[config.mk]
export PLATFORM = sky130hd
export DESIGN_NAME = masked_byte_pattern_scanner_unit
export DESIGN_NICKNAME = d
export VERILOG_FILES = /design/src/rtl/mbps_pkg.sv /design/src/rtl/mbps_cfg.sv /design/src/rtl/mbps_scan.sv /design/src/rtl/mbps_outq.sv /design/src/rtl/masked_byte_pattern_scanner_unit.sv
export SDC_FILE = /design/constraint.sdc
export NUM_CORES = 2
export LEC_CHECK = 0
export ABC_AREA = 1
export BUFFER_PORTS_ARGS = -buffer_cell sky130_fd_sc_hd__buf_4
export CAP_MARGIN = 20
export CORE_UTILIZATION = 52
export CTS_CLUSTER_SIZE = 14
export DETAILED_ROUTE_END_ITERATION = 12
export PLACE_DENSITY = 0.71
export SLEW_MARGIN = 20
export SYNTH_ARGS = -nofsm -noshare
export SYNTH_HDL_FRONTEND = slang
export SYNTH_SLANG_ARGS = --single-unit
[constraint.sdc]
create_clock -name clk -period 6.8 [get_ports clk]
set_input_delay 1.02 -clock clk [delete_from_list [all_inputs] [get_ports clk]]
set_output_delay 1.02 -clock clk [all_outputs]
set_load 0.1 [all_outputs]
[src/rtl/mbps_pkg.sv]
// Shared constants, register codes and structs of the masked byte pattern scanner.
`timescale 1ns / 1ps

package mbps_pkg;

	localparam int MAX_PATTERN = 16;
	localparam int CHUNK_BYTES = 4096;
	localparam int WIN_DEPTH   = MAX_PATTERN;
	localparam int IDX_W       = (WIN_DEPTH > 1) ? $clog2(WIN_DEPTH) : 1;
	localparam int FILL_W      = $clog2(WIN_DEPTH + 1);
	localparam int LEN_W       = 5;
	localparam int CHUNK_W     = $clog2(CHUNK_BYTES);
	localparam int ADDR_W      = 64;
	localparam int DATA_W      = 64;
	localparam int MASK_W      = 16;
	localparam int CFG_IDX_W   = 3;

	typedef enum logic [CFG_IDX_W-1:0] {
		REG_PATTERN_LOW    = 3'd0,
		REG_PATTERN_HIGH   = 3'd1,
		REG_WILDCARD_MASK  = 3'd2,
		REG_PATTERN_LENGTH = 3'd3,
		REG_REGION_BASE    = 3'd4,
		REG_LIST_MODE      = 3'd5
	} reg_idx_t;

	// Pattern pre-aligned to window slots: slot k holds the byte that must sit k bytes
	// back from the newest byte, care[k] says whether slot k is compared at all.
	typedef struct packed {
		logic [WIN_DEPTH-1:0][7:0] pat;
		logic [WIN_DEPTH-1:0]      care;
		logic [FILL_W-1:0]         len;
		logic [IDX_W-1:0]          len_m1;
		logic [ADDR_W-1:0]         base;
		logic                      listing;
	} scan_cfg_t;

	typedef struct packed {
		logic              found;
		logic [ADDR_W-1:0] addr;
		logic              done;
	} scan_res_t;

endpackage

[src/rtl/mbps_cfg.sv]
// Configuration registers and the registered, window-aligned pattern.
`timescale 1ns / 1ps

module mbps_cfg
	import mbps_pkg::*;
(
	input  logic                 clk,
	input  logic                 arst_n,
	input  logic                 cfg_valid,
	output logic                 cfg_ready,
	input  logic [CFG_IDX_W-1:0] cfg_index,
	input  logic [DATA_W-1:0]    cfg_data,
	output scan_cfg_t            cfg
);

	logic [DATA_W-1:0] pat_lo_q;
	logic [DATA_W-1:0] pat_hi_q;
	logic [MASK_W-1:0] mask_q;
	logic [LEN_W-1:0]  plen_q;
	logic [ADDR_W-1:0] base_q;
	logic              list_q;

	logic [15:0][7:0]  pat_all;
	logic [FILL_W-1:0] len_eff;
	logic [IDX_W-1:0]  len_m1;
	logic [IDX_W-1:0]  src;
	scan_cfg_t         cfg_next;
	scan_cfg_t         cfg_q;

	assign cfg_ready = 1'b1;

	always_ff @(posedge clk or negedge arst_n) begin
		if (!arst_n) begin
			pat_lo_q <= '0;
			pat_hi_q <= '0;
			mask_q   <= '0;
			plen_q   <= LEN_W'(1);
			base_q   <= '0;
			list_q   <= 1'b0;
		end else if (cfg_valid && cfg_ready) begin
			case (reg_idx_t'(cfg_index))
				REG_PATTERN_LOW:    pat_lo_q <= cfg_data;
				REG_PATTERN_HIGH:   pat_hi_q <= cfg_data;
				REG_WILDCARD_MASK:  mask_q   <= cfg_data[MASK_W-1:0];
				REG_PATTERN_LENGTH: plen_q   <= cfg_data[LEN_W-1:0];
				REG_REGION_BASE:    base_q   <= cfg_data;
				REG_LIST_MODE:      list_q   <= cfg_data[0];
				default: ;
			endcase
		end
	end

	always_comb begin
		pat_all = {pat_hi_q, pat_lo_q};
		if (plen_q == '0) begin
			len_eff = FILL_W'(1);
		end else if (plen_q > LEN_W'(MAX_PATTERN)) begin
			len_eff = FILL_W'(MAX_PATTERN);
		end else begin
			len_eff = FILL_W'(plen_q);
		end
		len_m1 = IDX_W'(len_eff - FILL_W'(1));
		src    = '0;

		cfg_next         = '0;
		cfg_next.len     = len_eff;
		cfg_next.len_m1  = len_m1;
		cfg_next.base    = base_q;
		cfg_next.listing = list_q;
		// pattern byte j lines up with window slot len-1-j
		for (int k = 0; k < WIN_DEPTH; k++) begin
			src = len_m1 - IDX_W'(k);
			if (FILL_W'(k) < len_eff) begin
				cfg_next.pat[k]  = pat_all[src];
				cfg_next.care[k] = !mask_q[src];
			end
		end
	end

	always_ff @(posedge clk or negedge arst_n) begin
		if (!arst_n) begin
			cfg_q <= '{pat: '0, care: WIN_DEPTH'(1), len: FILL_W'(1), len_m1: '0,
				base: '0, listing: 1'b0};
		end else begin
			cfg_q <= cfg_next;
		end
	end

	assign cfg = cfg_q;

endmodule

[src/rtl/mbps_scan.sv]
// Input register, sliding window, chunk and region tracking, and the window compare.
`timescale 1ns / 1ps

module mbps_scan
	import mbps_pkg::*;
(
	input  logic      clk,
	input  logic      arst_n,
	input  logic      in_valid,
	output logic      in_stall,
	input  logic [7:0] data_byte,
	input  logic      region_end,
	input  scan_cfg_t cfg,
	input  logic      room,
	output logic      push,
	output scan_res_t res
);

	logic                      valid_s1;
	logic [7:0]                byte_s1;
	logic                      last_s1;

	logic [WIN_DEPTH-1:0][7:0] win_q;
	logic [FILL_W-1:0]         fill_q;
	logic [CHUNK_W-1:0]        chunk_q;
	logic [ADDR_W-1:0]         offset_q;
	logic                      matched_q;
	logic                      stopped_q;

	logic [WIN_DEPTH-1:0][7:0] win_next;
	logic [FILL_W-1:0]         fill_next;
	logic                      cmp_ok;
	logic                      hit;
	logic                      chunk_last;
	logic                      go;
	logic                      accept;

	assign in_stall = valid_s1 && !room;
	assign accept   = in_valid && !in_stall;
	assign go       = valid_s1 && room;

	always_ff @(posedge clk or negedge arst_n) begin
		if (!arst_n) begin
			valid_s1 <= 1'b0;
		end else if (accept) begin
			valid_s1 <= 1'b1;
		end else if (go) begin
			valid_s1 <= 1'b0;
		end
	end

	always_ff @(posedge clk) begin
		if (accept) begin
			byte_s1 <= data_byte;
			last_s1 <= region_end;
		end
	end

	always_comb begin
		win_next[0] = byte_s1;
		for (int i = 1; i < WIN_DEPTH; i++) begin
			win_next[i] = win_q[i-1];
		end
		fill_next = (fill_q == FILL_W'(WIN_DEPTH)) ? fill_q : fill_q + FILL_W'(1);
		cmp_ok    = 1'b1;
		for (int k = 0; k < WIN_DEPTH; k++) begin
			if (cfg.care[k] && (cfg.pat[k] != win_next[k])) begin
				cmp_ok = 1'b0;
			end
		end
		hit        = cmp_ok && (fill_next >= cfg.len) && !(cfg.listing && matched_q);
		chunk_last = (chunk_q == CHUNK_W'(CHUNK_BYTES - 1));
	end

	assign push      = go && !stopped_q && (hit || last_s1);
	assign res.found = hit;
	assign res.addr  = hit ? (cfg.base + offset_q - ADDR_W'(cfg.len_m1)) : '0;
	assign res.done  = last_s1 || !cfg.listing;

	always_ff @(posedge clk or negedge arst_n) begin
		if (!arst_n) begin
			win_q     <= '0;
			fill_q    <= '0;
			chunk_q   <= '0;
			offset_q  <= '0;
			matched_q <= 1'b0;
			stopped_q <= 1'b0;
		end else if (go) begin
			if (!stopped_q) begin
				win_q <= win_next;
			end
			// end of region wipes all region state, stopped or not
			if (last_s1) begin
				fill_q    <= '0;
				chunk_q   <= '0;
				offset_q  <= '0;
				matched_q <= 1'b0;
				stopped_q <= 1'b0;
			end else if (!stopped_q) begin
				offset_q <= offset_q + ADDR_W'(1);
				if (chunk_last) begin
					chunk_q   <= '0;
					fill_q    <= '0;
					matched_q <= 1'b0;
				end else begin
					chunk_q   <= chunk_q + CHUNK_W'(1);
					fill_q    <= fill_next;
					matched_q <= matched_q || hit;
				end
				if (hit && !cfg.listing) begin
					stopped_q <= 1'b1;
				end
			end
		end
	end

`ifndef SYNTH
	a_fill_bound: assert property (@(posedge clk) disable iff (!arst_n)
		fill_q <= FILL_W'(WIN_DEPTH))
		else $error("window fill above window depth");

	a_chunk_restart: assert property (@(posedge clk) disable iff (!arst_n)
		go && !stopped_q && chunk_last |=> fill_q == '0 && !matched_q && chunk_q == '0)
		else $error("chunk boundary did not restart matching");

	a_partial_only_listing: assert property (@(posedge clk) disable iff (!arst_n)
		push && res.found && !res.done |-> cfg.listing && !last_s1)
		else $error("unfinished match result outside list mode");

	a_no_push_stopped: assert property (@(posedge clk) disable iff (!arst_n)
		go && hit && !last_s1 && !cfg.listing && !stopped_q |=> !push)
		else $error("result after first-mode stop");
`endif

endmodule

[src/rtl/mbps_outq.sv]
// Two-entry result queue that decouples the scan from output stalls.
`timescale 1ns / 1ps

module mbps_outq
	import mbps_pkg::*;
(
	input  logic              clk,
	input  logic              arst_n,
	input  logic              push,
	input  scan_res_t         res,
	output logic              room,
	output logic              out_valid,
	input  logic              out_stall,
	output logic              found,
	output logic [ADDR_W-1:0] match_address,
	output logic              scan_done
);

	scan_res_t  ent_q [2];
	logic       wr_q;
	logic       rd_q;
	logic [1:0] count_q;
	logic       pop;
	scan_res_t  head;

	assign room      = (count_q != 2'd2);
	assign out_valid = (count_q != 2'd0);
	assign pop       = out_valid && !out_stall;
	assign head      = ent_q[rd_q];

	assign found         = head.found;
	assign match_address = head.addr;
	assign scan_done     = head.done;

	always_ff @(posedge clk) begin
		if (push) begin
			ent_q[wr_q] <= res;
		end
	end

	always_ff @(posedge clk or negedge arst_n) begin
		if (!arst_n) begin
			wr_q    <= 1'b0;
			rd_q    <= 1'b0;
			count_q <= 2'd0;
		end else begin
			if (push) begin
				wr_q <= !wr_q;
			end
			if (pop) begin
				rd_q <= !rd_q;
			end
			case ({push, pop})
				2'b10:   count_q <= count_q + 2'd1;
				2'b01:   count_q <= count_q - 2'd1;
				default: count_q <= count_q;
			endcase
		end
	end

`ifndef SYNTH
	a_no_overflow: assert property (@(posedge clk) disable iff (!arst_n)
		push |-> room)
		else $error("result pushed into full queue");

	a_ptr_count: assert property (@(posedge clk) disable iff (!arst_n)
		(count_q == 2'd0 || count_q == 2'd2) |-> wr_q == rd_q)
		else $error("queue pointers disagree with count");
`endif

endmodule

[src/rtl/masked_byte_pattern_scanner_unit.sv]
// Top level of the masked byte pattern scanner.
//
//  channel | valid     | flow      | payload
//  --------+-----------+-----------+-------------------------------------
//  in      | in_valid  | in_stall  | data_byte, region_end
//  out     | out_valid | out_stall | found, match_address, scan_done
//  cfg     | cfg_valid | cfg_ready | cfg_index, cfg_data
//
// One byte per cycle while the result queue has room; a result goes through the input register, then
// the window compare into the result queue, and is presented from the head of that queue.
// arst_n clears configuration to its defaults, the window and all region state.
// A two-entry result queue absorbs output stalls; in_stall rises only once it is full
// and the input register holds a byte. cfg_ready is always high.
`timescale 1ns / 1ps

module masked_byte_pattern_scanner_unit
	import mbps_pkg::*;
(
	input  logic                 clk,
	input  logic                 arst_n,
	input  logic                 in_valid,
	output logic                 in_stall,
	input  logic [7:0]           data_byte,
	input  logic                 region_end,
	output logic                 out_valid,
	input  logic                 out_stall,
	output logic                 found,
	output logic [ADDR_W-1:0]    match_address,
	output logic                 scan_done,
	input  logic                 cfg_valid,
	output logic                 cfg_ready,
	input  logic [CFG_IDX_W-1:0] cfg_index,
	input  logic [DATA_W-1:0]    cfg_data
);

	scan_cfg_t cfg;
	scan_res_t res;
	logic      push;
	logic      room;

	mbps_cfg u_cfg (
		.clk       (clk),
		.arst_n    (arst_n),
		.cfg_valid (cfg_valid),
		.cfg_ready (cfg_ready),
		.cfg_index (cfg_index),
		.cfg_data  (cfg_data),
		.cfg       (cfg)
	);

	mbps_scan u_scan (
		.clk        (clk),
		.arst_n     (arst_n),
		.in_valid   (in_valid),
		.in_stall   (in_stall),
		.data_byte  (data_byte),
		.region_end (region_end),
		.cfg        (cfg),
		.room       (room),
		.push       (push),
		.res        (res)
	);

	mbps_outq u_outq (
		.clk           (clk),
		.arst_n        (arst_n),
		.push          (push),
		.res           (res),
		.room          (room),
		.out_valid     (out_valid),
		.out_stall     (out_stall),
		.found         (found),
		.match_address (match_address),
		.scan_done     (scan_done)
	);

endmodule
# == Word level (Yosys, flattened, before mapping) ==
# Memories as Yosys holds them, arrays and structs flattened.
# Index checks and enable logic that the tools add are counted.
# totals
input_bits,81
elab_cells,340
regBits,649
memories,1
mem_bits_rw,132
out_inout_bits,69
# memory_table
memory,depth,word_bits,read_ports,rd_clocked_by_memory_dff,write_ports,line_no,source
u_outq.ent_q,2,66,1,0,1,mbps_outq.sv:19,scan_res_t ent_q [2];
# classes
n_addsub,23
bitwise_logic,1
reduce_logical,66
eq_ne,27
n_mux,135
n_lt_le_gt_ge,34
# op_table
op,count
binary-select mux 8 bit (select 4 bit),16
two-way mux 8 bit,32
two-way mux 64 bit,3
!= test 8 bit,16
< comparator 4 x 5 -> 1 bit (second input constant),16
adder 64 x 1 -> 64 bit (second input constant),1
adder 64 bit,1
binary-select mux 1 bit (select 4 bit),16
subtractor 64 x 4 -> 64 bit,1
two-way mux 1 bit,58
< comparator 4 x 5 -> 1 bit (first input constant),8
two-way mux 12 bit,3
subtractor 4 bit (second input constant),8
two-way mux 5 bit,6
logical AND 1 bit,26
logical NOT 1 bit,24
< comparator 3 x 5 -> 1 bit (first input constant),4
AND reduction 2 bit,8
subtractor 4 x 3 -> 4 bit (second input constant),4
adder 12 x 1 -> 12 bit (second input constant),1
== test 12 bit (second input constant),1
< comparator 1 x 5 -> 1 bit (first input constant),2
< comparator 2 x 5 -> 1 bit (first input constant),2
subtractor 4 x 1 -> 4 bit (second input constant),2
other kinds (20),27

# == Logic depth before layout (Yosys ltp) ==
# logic_depth
ltp_word,24
depth_mapped,23
depth_no_buf,20

# == By module ==
# From an unflattened synthesis, not the netlist that was laid out.
# unflattened
cells_unflattened,6240
area_unflattened_um2,45484.9
# modules_own_cells
module,area_per_inst_um2,instances,seq_area_each_um2,cells_each
mbps_cfg,21499.4,1,10814.1,2864
mbps_scan,18945.7,1,5375.2,3001
mbps_outq,5039.8,1,4063.9,375

# == Worst setup path before layout ==
# No wires, ideal clock.
# synth_timing
kind,register to register
start,register u_scan.fill_q[0]
end,"memory u_outq.ent_q[1][0] (netlist bit), enable pin"
required_time_ns,6.310
setup_time_ns,0.490
n_path_buf,0
t_arrival_ns,4.825
path_stages_with_launch,18
synth_period_minus_slack_ns,5.315
path_slack_ns,1.485
cell_sequence,dfrtp_1 ha_1 nand2_1 inv_1 nand2_1 xor2_1 inv_1 ha_1 nand2_1 inv_1 nand3_1 o211ai_1 nor2_1 nor2_1 nand3_1 o21bai_1 nand2_1 nor2_1
# synth_via
elab_chain_cells,9
elab_cells_between_ends,10
cone_classes,add/sub: 1; order compare: 1; eq/ne: 1; mux: 3; reduce/logical: 4
# synth_lines
item,line_no,source
"start, declared",mbps_scan.sv:24,logic [FILL_W-1:0] fill_q;
"start signal, assigned",mbps_scan.sv:107,fill_q <= fill_next;
adder 5 x 1 -> 5 bit / == test 5 bit (equally long branches),mbps_scan.sv:64,fill_next = (fill_q == FILL_W'(WIN_DEPTH)) ? fill_q : fill_q + FILL_W'(1);
two-way mux 5 bit *,mbps_scan.sv:64,
>= comparator 5 bit *,mbps_scan.sv:71,hit = cmp_ok && (fill_next >= cfg.len) && !(cfg.listing && matched_q);
logical AND 1 bit * (2 in series),mbps_scan.sv:71,
logical OR 1 bit *,mbps_scan.sv:75,assign push = go && !stopped_q && (hit || last_s1);
logical AND 1 bit *,mbps_scan.sv:75,
two-way mux 1 bit *,mbps_outq.sv:36,if (push) begin
two-way mux 1 bit (not written as such) *,mbps_outq.sv:37,ent_q[wr_q] <= res;
"end, declared",mbps_outq.sv:19,
# Every way passes the cells marked *; elsewhere a longest branch is shown, timed or not.

==> impl_metrics.ini <==
[critical_path]
path_delay_family = buffers and inverters
cpPeakStageDelay_ps = 710
end_kind = register
critPathBufInv = 5
path_cells = inv_4 -> nand4_1 -> nand2_4 -> inv_4 -> ha_2 -> clkinv_1 -> buf_4 -> ha_1 -> inv_1 -> nand2_1 -> o21ai_0 -> o21ai_0 -> nor2_1
crit_required_ps = 7310
critPathSlowestCell = ha_2
cp_num_cells = 13
cp_max_fo = 74
r2r_cells = 13
worst_setup_path_start_kind = register
path_class = register to register
cp.arrival_ps = 5510

[yosys]
synth_fa_ha_area_frac = 0.0431
synthTopCellsByArea = dfrtp_1 36%, nand2_1 14%, edfxtp_1 9.7%, o21ai_0 7.2%, inv_1 6.3%
synth_cell_types = 60
synth_flop_cell = dfrtp_1
syn_area_um2 = 43700
synth_mux_area_frac = 0.00183
synth_edf_count = 141
synth_top_cell_area_share = 0.365
synth_nets = 5955
synth_compound_area_frac = 0.136
synth-seq-cells = 781
yosys_warnings = 0
yosys.area_share.simple = 0.235
synth_top_family_by_area = simple AND/OR/NAND/NOR gates
syn_avg_cell_area_um2 = 7.63
yosys.area.top_type = dfrtp_1
async_reset_ff_frac = 0.819
synth_xor_area_frac = 0.0329
yosysSeqAreaShare = 0.463
netlist_instances = 5726

[routing]
first_pass_iters = 9
drtIter0Drc = 4893
detail_route.vias_per_cell = 5.69
postRouteAntennaNets = 0
drc = 0
routed_wl_um = 159000
post_drt_wl_per_cell_um = 23.0
num_vias = 39300

[global_routing]
grt_pass1_wl_um = 232000
grtUsageTotal = 0.371
grt_max_degree = 163
first_global_vias = 35600
grt_overflow = 0
grt_antenna_before_repair = 5

[power]
total_power_mw = 23.3
leakage_nw = 23.1
power_density_nw_per_um2 = 480
peakVddDrop_v = 0.000629

[finish]
areaGrowthSynthToFinish_pct = 11.0
nNetsFinal = 6004
drive_gt1_frac = 0.0700

[die]
start_util = 0.529
rows = 105
ios = 150
die_x_um = 292
core_area_um2 = 82600
dieArea_um2 = 85200
die_h_um = 292

[placed_design]
place_hpwl_um = 125000
gp_congestion = 1.10
port_buffers = 148

[timing]
maxSlewHeadroom = 0.196
clock_skew_ps = 28.4
worst_pin_slew_ps = 1190
final_max_slew_viol_count = 0
period_share = 0.735
rsz0062_at_grt = no
fmax_mhz = 200
hold_viol = 0
period_needed_ps = 5000
timing.setup.tns_ps = 0
finalSetupViolCount = 0

[cts]
cts_root_buf = clkbuf_16
cts_buffers = 86
path_clk_slew_ps = 60
cts_resized = 0
tritoncts = built
cts_sinks = 781
cts_hold_buf = 0
clk_latency_ps = 670
cts_setup_buffers = 0
cts_max_path_buffers = 3
cts_max_level = 3

[flow_run]
maxCapViolCount = 0

[worst_hold_path]
worstHoldPathCells = 0
hold_path.class = register to register

[status]
outcome = finished, final reports clean
## cell type report
type	instances	area [µm²]
diodes	4	10.0
clock buffers	123	2450
clock inverters	35	538
fillers	7714	34100
inverters	751	2830
multi-input cells	3977	19700
flip-flops and latches	781	20300
well taps	1070	1340
repair buffers	178	1390
## where the power goes
part,switching (mW),leakage (nW),total (mW),internal (mW)
clock,2.07,1.45,4.96,2.89
combinational,8.46,12.0,11.4,2.97
sequential,0.970,9.62,6.92,5.95
## stage by stage
step | util | worst slack (ps) | std cells | hold WS, ps | area, µm²
4_1_cts | 0.587 | 1870 | 6914 | 368 | 48500
3_5_place_dp | 0.550 | 1890 | 6756 | 358 | 45500
2_1_floorplan | - | 1480 | 5726 | 354 | 43700
6_report | 0.587 | 1800 | 6919 | 367 | 48500
3_3_place_gp | 0.550 | 2000 | 6756 | 357 | 45500
5_1_grt | 0.587 | 1320 | 6918 | 373 | 48500
## synth_stat cells, types with 42 or more instances
| master | count |
|---|---|
| nand3_1 | 188 |
| o21ai_0 | 627 |
| nand2_1 | 1597 |
| ha_1 | 144 |
| xnor2_1 | 122 |
| o21ai_1 | 211 |
| inv_1 | 735 |
| nand4_1 | 59 |
| dfrtp_1 | 637 |
| xor2_1 | 42 |
| nor2_1 | 546 |
| edfxtp_1 | 141 |
| clkbuf_1 | 145 |
| nor3_1 | 48 |
| a21oi_1 | 141 |
## cells by family (layout without fill, tap and decap cells)
family / after synthesis / after routing
multiplexers: 8 / 8
adder cells (fa/ha/maj): 148 / 148
flip-flops: 781 / 781
AO/OA/AOI/OAI: 1117 / 1117
XOR/XNOR: 164 / 164
other: 1 / 5
buffers and inverters: 968 / 1087
AND/OR/NAND/NOR: 2539 / 2539
## per-layer routing
metal  wire [µm]  global-route usage  vias to the layer above
met1       69000               0.532                    18800
met5           0                   0                        -
met4        6380               0.135                        0
met3       16900               0.102                      265
met2       66900               0.536                     1825
li1            -                   -                    18400
## worst register-to-register path, stage by stage (launching register included)
cell and delay (ps):
dfrtp_1 560, inv_4 300, nand4_1 190, nand2_4 570, inv_4 70, ha_2 710, clkinv_1 430, buf_4 340
ha_1 640, inv_1 490, nand2_1 180, o21ai_0 120, o21ai_0 210, nor2_1 70
## final timing paths
kind | from | end | slack (ps)
max in group asynchronous | arst_n | u_scan.win_next[40] | 4820
worst max register to register | u_cfg.plen_q[4] | u_cfg.cfg[107] | 1800
min in group asynchronous | arst_n | u_cfg.cfg[42] | 400
worst min register to register | u_cfg.base_q[54] | u_cfg.cfg[55] | 370
worst max-delay path | u_cfg.plen_q[4] | u_cfg.cfg[107] | 1800
worst min-delay path | u_cfg.base_q[54] | u_cfg.cfg[55] | 370
## sequential cells by signal (all words and copies together), names as in the netlist, 2 cells and up
register / cells
u_scan.chunk_q: 12
u_cfg.plen_q: 5
u_scan.byte_s1: 8
u_scan.win_next: 120
u_outq.ent_q: 132
u_outq.count_q: 2
u_cfg.pat_hi_q: 64
u_cfg.pat_lo_q: 64
u_scan.offset_q: 64
u_cfg.mask_q: 16
u_cfg.cfg: 218
u_cfg.base_q: 64
u_scan.fill_q: 5
## placed cells by master (no fill, tap or decap), types with 5 or more instances in the layout
| master | Yosys | layout |
|---|---|---|
| mux2i_1 | 8 | 8 |
| o21a_1 | 11 | 11 |
| o211ai_1 | 35 | 35 |
| bufinv_16 | 0 | 9 |
| a21o_1 | 8 | 8 |
| nand4_1 | 59 | 59 |
| buf_4 | 6 | 173 |
| nand2_4 | 1 | 6 |
| a31oi_1 | 13 | 13 |
| o21bai_1 | 20 | 20 |
| nor3_1 | 48 | 48 |
| clkinv_1 | 3 | 7 |
| dfrtp_1 | 637 | 636 |
| inv_2 | 10 | 13 |
| clkinv_2 | 0 | 9 |
| o31ai_1 | 11 | 11 |
| o21ai_2 | 5 | 5 |
| o21ai_0 | 627 | 626 |
| edfxtp_1 | 141 | 141 |
| a21oi_1 | 141 | 140 |
| clkbuf_1 | 145 | 22 |
| nor2_4 | 3 | 6 |
| nand3_1 | 188 | 188 |
| and2_1 | 6 | 6 |
| or2_1 | 8 | 8 |
| ha_1 | 144 | 143 |
| nor2_1 | 546 | 544 |
| or2_2 | 34 | 34 |
| nand2_1 | 1597 | 1594 |
| xnor2_1 | 122 | 121 |
| o22ai_1 | 18 | 18 |
| inv_1 | 735 | 731 |
| nand3b_1 | 8 | 8 |
| nand2_2 | 10 | 8 |
| clkbuf_16 | 0 | 87 |
| nor4_1 | 15 | 15 |
| clkbuf_8 | 0 | 14 |
| xor2_1 | 42 | 42 |
| o21ai_1 | 211 | 212 |
Note: power is estimated with default switching activity, not from simulation.
